==> src/hw/rtl/pidc_pkg.sv <==
// Shared widths, register codes, mode codes and stage structs of the PID controller.
package pidc_pkg;

  localparam int SAMPLE_W = 16;               // measured, error_in, rate_in
  localparam int GAIN_W   = 16;               // Q8.8 gains and setpoint
  localparam int ERR_W    = SAMPLE_W + 1;     // setpoint - measured
  localparam int OPB_W    = ERR_W + 2;        // e - 2*prev + prev2
  localparam int PROD_W   = GAIN_W + OPB_W;
  localparam int ACC_W    = PROD_W + 2;       // sum of four products
  localparam int FRAC_W   = 8;                // Q8.8 fraction bits
  localparam int DRIVE_W  = 32;
  localparam int U_W      = DRIVE_W + 2;      // raw drive before clamping
  localparam int CFG_IDX_W  = 3;
  localparam int CFG_DATA_W = 32;
  localparam int IN_DATA_W  = 3 * SAMPLE_W;

  typedef enum logic [1:0] {
    MODE_POS      = 2'd0,
    MODE_DIRECT   = 2'd1,
    MODE_POS_RATE = 2'd2,
    MODE_INCR     = 2'd3
  } loop_mode_e;

  typedef enum logic [CFG_IDX_W-1:0] {
    REG_GAIN_P    = 3'd0,
    REG_GAIN_I    = 3'd1,
    REG_GAIN_D    = 3'd2,
    REG_GAIN_RATE = 3'd3,
    REG_SETPOINT  = 3'd4,
    REG_DRIVE_MAX = 3'd5,
    REG_DRIVE_MIN = 3'd6,
    REG_LOOP_MODE = 3'd7
  } cfg_reg_e;

  typedef struct packed {
    logic signed [GAIN_W-1:0]  gain_p;
    logic signed [GAIN_W-1:0]  gain_i;
    logic signed [GAIN_W-1:0]  gain_d;
    logic signed [GAIN_W-1:0]  gain_rate;
    logic signed [GAIN_W-1:0]  setpoint;
    logic signed [DRIVE_W-1:0] drive_max;
    logic signed [DRIVE_W-1:0] drive_min;
    loop_mode_e                loop_mode;
  } cfg_t;

  typedef struct packed {
    logic signed [PROD_W-1:0] p0;
    logic signed [PROD_W-1:0] p1;
    logic signed [PROD_W-1:0] p2;
    logic signed [PROD_W-1:0] p3;
    logic                     incr;
  } prod_t;

endpackage

==> src/hw/rtl/pidc_err_stage.sv <==
// Error history, integral clamp and registered gain products of the PID controller.
module pidc_err_stage import pidc_pkg::*; #(
  parameter int INTEGRAL_LIMIT = 1000
) (
  input  logic                       clk_i,
  input  logic                       rst_ni,
  input  logic                       en_i,
  input  cfg_t                       cfg_i,
  input  logic signed [SAMPLE_W-1:0] measured_i,
  input  logic signed [SAMPLE_W-1:0] error_in_i,
  input  logic signed [SAMPLE_W-1:0] rate_in_i,
  output prod_t                      prod_o
);

  localparam int SUM_W = $clog2(INTEGRAL_LIMIT + 1) + 1;
  localparam int ADD_W = ((SUM_W > ERR_W) ? SUM_W : ERR_W) + 1;
  localparam logic signed [ADD_W-1:0] LimPos = ADD_W'(INTEGRAL_LIMIT);
  localparam logic signed [ADD_W-1:0] LimNeg = -LimPos;

  logic signed [ERR_W-1:0] err_now_q, err_now_d;
  logic signed [ERR_W-1:0] err_prev_q, err_prev_d;
  logic signed [ERR_W-1:0] err_prev2_q, err_prev2_d;
  logic signed [SUM_W-1:0] err_sum_q, err_sum_d;
  prod_t                   prod_q, prod_d;

  logic                    incr;
  logic signed [ERR_W-1:0] e;
  logic signed [ADD_W-1:0] sum_raw, sum_clamped;
  logic signed [OPB_W-1:0] diff1, diff2, e_x, sum_x, rate_x;
  logic signed [OPB_W-1:0] opb0, opb1, opb2, opb3;

  always_comb begin
    incr = (cfg_i.loop_mode == MODE_INCR);
    if (cfg_i.loop_mode == MODE_DIRECT) begin
      e = ERR_W'(error_in_i);
    end else begin
      e = ERR_W'(cfg_i.setpoint) - ERR_W'(measured_i);
    end

    sum_raw = ADD_W'(err_sum_q) + ADD_W'(e);
    if (sum_raw > LimPos) begin
      sum_clamped = LimPos;
    end else if (sum_raw < LimNeg) begin
      sum_clamped = LimNeg;
    end else begin
      sum_clamped = sum_raw;
    end

    // err_now_q is the previous error in both forms, err_prev_q the one before
    e_x    = OPB_W'(e);
    diff1  = e_x - OPB_W'(err_now_q);
    diff2  = e_x - (OPB_W'(err_now_q) <<< 1) + OPB_W'(err_prev_q);
    sum_x  = OPB_W'($signed(sum_clamped[SUM_W-1:0]));
    rate_x = OPB_W'(rate_in_i);

    opb0 = incr ? diff1 : e_x;
    opb1 = incr ? e_x : sum_x;
    opb2 = incr ? diff2 : diff1;
    opb3 = (cfg_i.loop_mode == MODE_POS_RATE) ? rate_x : '0;

    prod_d.p0   = PROD_W'(cfg_i.gain_p) * PROD_W'(opb0);
    prod_d.p1   = PROD_W'(cfg_i.gain_i) * PROD_W'(opb1);
    prod_d.p2   = PROD_W'(cfg_i.gain_d) * PROD_W'(opb2);
    prod_d.p3   = PROD_W'(cfg_i.gain_rate) * PROD_W'(opb3);
    prod_d.incr = incr;

    err_now_d   = e;
    err_prev_d  = err_now_q;
    err_prev2_d = incr ? err_prev_q : err_prev2_q;
    err_sum_d   = incr ? err_sum_q : sum_clamped[SUM_W-1:0];
  end

  always_ff @(posedge clk_i or negedge rst_ni) begin
    if (!rst_ni) begin
      err_now_q   <= '0;
      err_prev_q  <= '0;
      err_prev2_q <= '0;
      err_sum_q   <= '0;
    end else if (en_i) begin
      err_now_q   <= err_now_d;
      err_prev_q  <= err_prev_d;
      err_prev2_q <= err_prev2_d;
      err_sum_q   <= err_sum_d;
    end
  end

  always_ff @(posedge clk_i) begin
    if (en_i) begin
      prod_q <= prod_d;
    end
  end

  assign prod_o = prod_q;

endmodule

==> src/hw/rtl/pidc_out_stage.sv <==
// Product sum, Q8.8 scaling, incremental accumulate and output clamp of the PID controller.
module pidc_out_stage import pidc_pkg::*; (
  input  logic                      clk_i,
  input  logic                      rst_ni,
  input  logic                      en_i,
  input  cfg_t                      cfg_i,
  input  prod_t                     prod_i,
  output logic signed [DRIVE_W-1:0] drive_o,
  output logic                      saturated_o
);

  logic signed [DRIVE_W-1:0] drive_q, drive_d;
  logic                      sat_q, sat_d;
  logic signed [ACC_W-1:0]   acc, acc_sh;
  logic signed [U_W-1:0]     u, u_hi;
  logic                      over, under;

  always_comb begin
    acc = ACC_W'(prod_i.p0) + ACC_W'(prod_i.p1) + ACC_W'(prod_i.p2) + ACC_W'(prod_i.p3);
    // arithmetic shift floors toward minus infinity
    acc_sh = acc >>> FRAC_W;
    u = U_W'($signed(acc_sh[ACC_W-FRAC_W-1:0]));
    // the result register doubles as the kept output of the incremental form
    if (prod_i.incr) begin
      u = u + U_W'(drive_q);
    end

    over  = (u > U_W'(cfg_i.drive_max));
    u_hi  = over ? U_W'(cfg_i.drive_max) : u;
    under = (u_hi < U_W'(cfg_i.drive_min));
    drive_d = under ? cfg_i.drive_min : u_hi[DRIVE_W-1:0];
    sat_d   = over | under;
  end

  always_ff @(posedge clk_i or negedge rst_ni) begin
    if (!rst_ni) begin
      drive_q <= '0;
      sat_q   <= 1'b0;
    end else if (en_i) begin
      drive_q <= drive_d;
      sat_q   <= sat_d;
    end
  end

  assign drive_o     = drive_q;
  assign saturated_o = sat_q;

endmodule

==> src/hw/rtl/pid_controller_multimode.sv <==
// Top level of the multimode PID controller: config registers, input register and pipeline control.
// One request per control tick gives one drive value. The block takes a request every
// cycle while the pipe advances and presents its result from the input register through the product
// register to the result register; a stalled output freezes the whole pipe, so throughput is one
// item per cycle while m_axis_tready_i stays high. loop_mode picks positional PID on setpoint
// minus measured (0), on error_in (1), the first form plus gain_rate*rate_in (2), or
// incremental PID on the kept output (3). Gains are signed Q8.8; the integral is clamped to
// +-INTEGRAL_LIMIT; the output is clamped to drive_max first and drive_min last, and the
// flag in tuser marks a clamped value. Write the registers only while no request is in flight.
module pid_controller_multimode import pidc_pkg::*; #(
  parameter int INTEGRAL_LIMIT = 1000
) (
  input  logic                  clk_i,
  input  logic                  rst_ni,
  input  logic                  cfg_we_i,
  input  logic [CFG_IDX_W-1:0]  cfg_idx_i,
  input  logic [CFG_DATA_W-1:0] cfg_wdata_i,
  input  logic                  s_axis_tvalid_i,
  output logic                  s_axis_tready_o,
  input  logic [IN_DATA_W-1:0]  s_axis_tdata_i,   // measured, error_in, rate_in
  output logic                  m_axis_tvalid_o,
  input  logic                  m_axis_tready_i,
  output logic [DRIVE_W-1:0]    m_axis_tdata_o,   // drive
  output logic                  m_axis_tuser_o    // saturated
);

  cfg_t cfg_q;

  logic                       advance;
  logic                       v0_q, v1_q, v2_q;
  logic signed [SAMPLE_W-1:0] measured_q, error_in_q, rate_in_q;
  prod_t                      prod;
  logic signed [DRIVE_W-1:0]  drive;

  always_ff @(posedge clk_i or negedge rst_ni) begin
    if (!rst_ni) begin
      cfg_q.gain_p    <= '0;
      cfg_q.gain_i    <= '0;
      cfg_q.gain_d    <= '0;
      cfg_q.gain_rate <= '0;
      cfg_q.setpoint  <= '0;
      cfg_q.drive_max <= {1'b0, {(DRIVE_W-1){1'b1}}};
      cfg_q.drive_min <= {1'b1, {(DRIVE_W-1){1'b0}}};
      cfg_q.loop_mode <= MODE_POS;
    end else if (cfg_we_i) begin
      case (cfg_reg_e'(cfg_idx_i))
        REG_GAIN_P:    cfg_q.gain_p    <= cfg_wdata_i[GAIN_W-1:0];
        REG_GAIN_I:    cfg_q.gain_i    <= cfg_wdata_i[GAIN_W-1:0];
        REG_GAIN_D:    cfg_q.gain_d    <= cfg_wdata_i[GAIN_W-1:0];
        REG_GAIN_RATE: cfg_q.gain_rate <= cfg_wdata_i[GAIN_W-1:0];
        REG_SETPOINT:  cfg_q.setpoint  <= cfg_wdata_i[GAIN_W-1:0];
        REG_DRIVE_MAX: cfg_q.drive_max <= cfg_wdata_i[DRIVE_W-1:0];
        REG_DRIVE_MIN: cfg_q.drive_min <= cfg_wdata_i[DRIVE_W-1:0];
        REG_LOOP_MODE: cfg_q.loop_mode <= loop_mode_e'(cfg_wdata_i[1:0]);
        default: ;
      endcase
    end
  end

  // advance all stages together whenever the result slot is free or being taken
  assign advance = !v2_q || m_axis_tready_i;

  always_ff @(posedge clk_i or negedge rst_ni) begin
    if (!rst_ni) begin
      v0_q <= 1'b0;
      v1_q <= 1'b0;
      v2_q <= 1'b0;
    end else if (advance) begin
      v0_q <= s_axis_tvalid_i;
      v1_q <= v0_q;
      v2_q <= v1_q;
    end
  end

  always_ff @(posedge clk_i) begin
    if (advance && s_axis_tvalid_i) begin
      measured_q <= s_axis_tdata_i[SAMPLE_W-1:0];
      error_in_q <= s_axis_tdata_i[2*SAMPLE_W-1:SAMPLE_W];
      rate_in_q  <= s_axis_tdata_i[3*SAMPLE_W-1:2*SAMPLE_W];
    end
  end

  pidc_err_stage #(
    .INTEGRAL_LIMIT(INTEGRAL_LIMIT)
  ) u_err_stage (
    .clk_i      (clk_i),
    .rst_ni     (rst_ni),
    .en_i       (advance && v0_q),
    .cfg_i      (cfg_q),
    .measured_i (measured_q),
    .error_in_i (error_in_q),
    .rate_in_i  (rate_in_q),
    .prod_o     (prod)
  );

  pidc_out_stage u_out_stage (
    .clk_i       (clk_i),
    .rst_ni      (rst_ni),
    .en_i        (advance && v1_q),
    .cfg_i       (cfg_q),
    .prod_i      (prod),
    .drive_o     (drive),
    .saturated_o (m_axis_tuser_o)
  );

  assign s_axis_tready_o = advance;
  assign m_axis_tvalid_o = v2_q;
  assign m_axis_tdata_o  = drive;

endmodule
==> config.mk <==
export PLATFORM = sky130hd
export DESIGN_NAME = pid_controller_multimode
export DESIGN_NICKNAME = d
export VERILOG_FILES = /design/src/hw/rtl/pidc_pkg.sv /design/src/hw/rtl/pidc_err_stage.sv /design/src/hw/rtl/pidc_out_stage.sv /design/src/hw/rtl/pid_controller_multimode.sv
export SDC_FILE = /design/constraint.sdc
export NUM_CORES = 2
export LEC_CHECK = 0
export BUFFER_PORTS_ARGS = -buffer_cell sky130_fd_sc_hd__buf_4
export CORE_MARGIN = 5
export CORE_UTILIZATION = 60
export CTS_CLUSTER_DIAMETER = 50
export CTS_CLUSTER_SIZE = 40
export DETAILED_ROUTE_END_ITERATION = 12
export PLACE_DENSITY = 0.83
export SYNTH_ARGS = -nofsm -noshare
export SYNTH_HDL_FRONTEND = slang
export SYNTH_SLANG_ARGS = --single-unit
export TNS_END_PERCENT = 100
==> constraint.sdc <==
create_clock -name clk_i -period 12.6 [get_ports clk_i]
set_input_delay 1.26 -clock clk_i [delete_from_list [all_inputs] [get_ports clk_i]]
set_output_delay 1.26 -clock clk_i [all_outputs]
set_load 0.005 [all_outputs]
### Yosys cells after proc, flatten, opt, wreduce, memory -nomap -nowiden

Index checks and enable logic that the tools add are counted.
Widths: inputs -> output; s select.

* $mul: 4
* add/sub/neg operators: 9
* eq/ne operators: 10
* divide/modulo/power cells: 0
* muxes and demuxes: 10
* magnitude comparators: 4
* reduce and logical (&&, ||, !) cells: 15
* shifts and indexed selects: 0
* bitwise operators: 2

Operators by type and width (number)
* $mul 16x19->35: 4
* $mux 19: 4
* $mux 34: 2
* $add 36x35->37: 1
* $add 37x35->37: 1
* $add 35x35->36: 1
* $gt 34x32->1: 1
* $lt 34x32->1: 1
* $add 29x32->33: 1
* $mux 32: 1
* $mux 11: 2
* $add 19x17->19: 1
* $sub 17x18->19: 1
* $add 11x17->18: 1
* $gt 18x11->1 const B: 1
* $lt 18x11->1 const B: 1
* $reduce_and 2->1: 9
* $sub 17x17->18: 1
* $mux 17: 1
* $sub 16x16->17: 1
* $eq 3x3->1 const B: 4
* $eq 3x2->1 const B: 2
* $eq 2x2->1 const B: 2
* $eq 3x1->1 const B: 1
* 7 further kinds: 9

* bits in read-only memories: 0
* latch bits: 0
* word-level logic and storage cells: 78
* output and inout bits: 35
* input bits: 88
* RAM bits: 0
* memories kept: 0
* register bits after elaboration: 416

### Logic depth before layout (Yosys ltp)

* depth in word-level cells: 9
* mapped depth: 48
* depth with buffers taken out: 45

### Modules after synthesis

From an unflattened synthesis, not the netlist that was laid out.

* cell total of the unflattened synthesis: 7475
* area, all modules: 71407.2 um2

Modules (own cells, without submodules)
* pidc_err_stage: times used 1, sequential area each 5360.1 um2, area an instance 54228.3 um2, cells each 5788
* pidc_out_stage: times used 1, sequential area each 825.8 um2, area an instance 10003.3 um2, cells each 1310
* pid_controller_multimode: times used 1, sequential area each 5210.0 um2, area an instance 7175.6 um2, cells each 377

### Worst setup path before layout

No wires, ideal clock.

* path type: register to register
* from: register cfg_q[66] (netlist name)
* to: register u_err_stage.prod_q, in the netlist u_err_stage.prod_o[70] (data pin)
* path buffers: 2
* data required time: 12.338 ns
* slack: 1.743 ns
* stages on the path, launching flop included: 45
* data arrival time: 10.595 ns
* library setup time: 0.262 ns
* period minus slack after synthesis: 10.857 ns
* cells stage by stage: dfrtp_1 -> inv_1 -> ha_1 -> fa_1 -> nor2b_1 -> o21ai_0 -> a21boi_1 -> o21ai_0 -> a21boi_1 -> o21a_1 -> or3_1 -> and2_1 -> a21o_1 -> fa_1 -> ha_1 -> or2_2 -> or4_1 -> a31oi_1 -> (+9 left out) -> fa_1 -> inv_1 -> fa_1 -> inv_1 -> fa_1 -> inv_1 -> fa_1 -> ha_1 -> clkbuf_1 -> a2111oi_0 -> a211oi_1 -> a2111oi_0 -> o21ai_0 -> a31oi_1 -> or2_2 -> o2111ai_1 -> a21oi_1 -> xor2_1

RTL lines
* start: declaration: RTL line pid_controller_multimode.sv:27 `cfg_t cfg_q;`
* end signal: assignment: RTL line pidc_err_stage.sv:89 `prod_q <= prod_d;`
* end: declaration: RTL line pidc_err_stage.sv:24 `prod_t prod_q, prod_d;`

==> flow_metrics.env <==
export IMPL_start_kind="register"
export IMPL_skew_ps=45.17
export IMPL_worst_endpoint_required_ps=13030
export IMPL_clock_latency_ps=690
export IMPL_core_mm2=0.1159
export IMPL_vias=52423
export IMPL_status="finished, final reports clean"
export IMPL_ys_ff_latch=416
export IMPL_maxSlewViolCount=0
export IMPL_start_util_pct=60.33
export IMPL_cpMostUsedCell="fa_1"
export IMPL_setup_violations=0
export IMPL_wl_per_cell_um=21.86
export IMPL_hold_buffers=0
export IMPL_vias_per_cell=5.910
export IMPL_avgSynthCellArea_um2=9.589
export IMPL_hp_start="u_err_stage.err_now_q[6]"
export IMPL_die_w_um=351.4
export IMPL_grt_pass1_vias=55780
export IMPL_grt_max_degree=115
export IMPL_h_tree_depth=2
export IMPL_die_h_um=351.4
export IMPL_criticalPathCategory="register to register"
export IMPL_ant_nets=0
export IMPL_rr_startpoint="measured_q[0]"
export IMPL_yosysTopAreaCell="fa_1"
export IMPL_cts_sinks=416
export IMPL_synthesis_nets=9173
export IMPL_synthCells=7291
export IMPL_maxCapViolCount=0
export IMPL_drtPass1Iterations=8
export IMPL_final_hold_viol_count=0
export IMPL_cts_tree="built"
export IMPL_yosys_cell_types_count=104
export IMPL_rows=125
export IMPL_period_minus_slack_ps=11940
export IMPL_final_common_cell="inv_1"
export IMPL_ios=123
export IMPL_grt_pass1_wl_um=307400
export IMPL_antenna_found_initial=15
export IMPL_slowest_stage="a2111o_2"
export IMPL_cts_root_buf="clkbuf_16"
export IMPL_max_freq_mhz=83.75
export IMPL_hold_path_class="register to register"
export IMPL_layout_drive_gt1_share_pct=8.420
export IMPL_pre_cts_slack_ps=531.2
export IMPL_setup_ws_ps=659.1
export IMPL_critPathMaxStageDelay_ps=700
export IMPL_cts_made_buffers=56
export IMPL_clock_path_buffers=3
export IMPL_nNetsFinal=9174
export IMPL_die_area_mm2=0.1235
export IMPL_worstPathArrival_ps=12370
export IMPL_yosys_top_cells_area="fa_1 36%, ha_1 9.8%, edfxtp_1 8.1%, inv_1 8.1%, dfrtp_1 7.0%"
export IMPL_clk_pin_slew_ps=70
export IMPL_async_flop_share_pct=54.57
export IMPL_syn_to_final_growth_pct=6.539
export IMPL_overflow=0
export IMPL_cp_startpoint="measured_q[0]"
export IMPL_finalCritPeriodShare_pct=94.77
export IMPL_dp_hpwl_um=155300
export IMPL_gp_congestion=0.9740
export IMPL_synthFlopType="dfrtp_1"
export IMPL_drcViolationCount=0
export IMPL_grt_usage_pct=32.03
export IMPL_synth_top_area_share_pct=35.76
export IMPL_syn_area_mm2=0.06991
export IMPL_wl_um=193900
export IMPL_io_buffers=122
export IMPL_synth_edf_count=189
export IMPL_most_common_layout_cells="1499 x inv_1, 1249 x fa_1, 814 x nand2_1"
export IMPL_seq_area_frac_synth_pct=16.30
export IMPL_yosysWarningCount=0
export IMPL_slew_headroom_pct=24.67
export IMPL_cp_end_kind="register"
export IMPL_cp_max_fo=16
export IMPL_worst_pin_slew_ps=1124
export IMPL_utilization_pct=64.27
export IMPL_drt_initial_drc_count=4935
metrics by stage:
stage               cells  hold slack (ps)  TNS (ps)  cell area [um^2]
floorplan            7291            449.8         0             69910
global placement     8751            464.0         0             72370
detailed placement   8751            475.1         0             72370
CTS                  8857            489.8         0             74360
global route         8865            516.8    -13.50             74470
finish               8870            490.3         0             74490
cell families after synthesis:
| group | count (synthesis) | share of synthesized area, % |
|---|---|---|
| compound gates | 902 | 8.522 |
| xor+xnor | 237 | 2.969 |
| fa+ha+maj | 1794 | 45.52 |
| buf+inv | 1773 | 9.625 |
| flops | 416 | 16.30 |
| mux | 205 | 3.255 |
| simple gates | 1964 | 13.81 |
worst paths after layout:
check | to | slack (ps) | cells past startpoint
max | u_err_stage.prod_o[102] | 660 | 45
min | u_err_stage.err_now_q[6] | 490 | 2
max reg2reg | u_err_stage.prod_o[102] | 660 | 45
min reg2reg | u_err_stage.err_now_q[6] | 490 | 2
max in group asynchronous | cfg_q[78] | 9760 | 3
min in group asynchronous | u_out_stage.drive_o[3] | 660 | 1
synth_stat cells (all sizes together), types with 179 or more instances:
cell       n
nor2     214
mux2     179
and2     403
nand2    816
clkbuf   233
inv     1500
o21ai    186
dfrtp    195
ha       545
a21oi    255
edfxtp   189
fa      1249
area by class of cell:
type / count / area, um^2
Multi-Input combinational cell: 5102 / 51920
Fill cell: 8939 / 41410
Sequential cell: 416 / 11400
Inverter: 1502 / 5643
Tap cell: 1524 / 1907
Timing Repair Buffer: 214 / 1614
Clock buffer: 62 / 1434
Clock inverter: 44 / 556.8
Antenna cell: 6 / 15.01
worst max-delay path: cells and delay by family (launching register included):
kind	cells	cell delay, ps
adder cells (fa/ha/maj)	10	4220
AO/OA/AOI/OAI	19	4500
buffers and inverters	7	690
multiplexers	1	220
AND/OR/NAND/NOR	8	1660
flip-flops	1	370
registers in the layout (all words and copies together), names as in the netlist:
register and flops:
cfg_q 146, u_err_stage.prod_o 141, u_out_stage.drive_o 32, u_err_stage.err_now_q 17, u_err_stage.err_prev_q 17, error_in_q 16
measured_q 16, rate_in_q 16, u_err_stage.err_sum_q 11, m_axis_tvalid_o 1, u_out_stage.saturated_o 1, v0_q 1
v1_q 1
repair_timing:
item	CTS	global route
endpoints found under the setup margin	0	5
hold endpoints to repair	0	0
setup buffers	0	7
resized for setup	0	10
metal layers:
| metal | GRT usage, % | part of all wire [%] | vias to the layer above |
|---|---|---|---|
| li1 | - | - | 22960 |
| met3 | 8.466 | 11 | 666 |
| met2 | 51.95 | 46 | 2716 |
| met4 | 14.81 | 5.6 | 20 |
| met1 | 40.50 | 37 | 26061 |
| met5 | 0 | 0.079 | - |
Power is left out: the tool's default activity adds up to more than one toggle a clock period on the data nets, which glitch-free logic cannot reach.
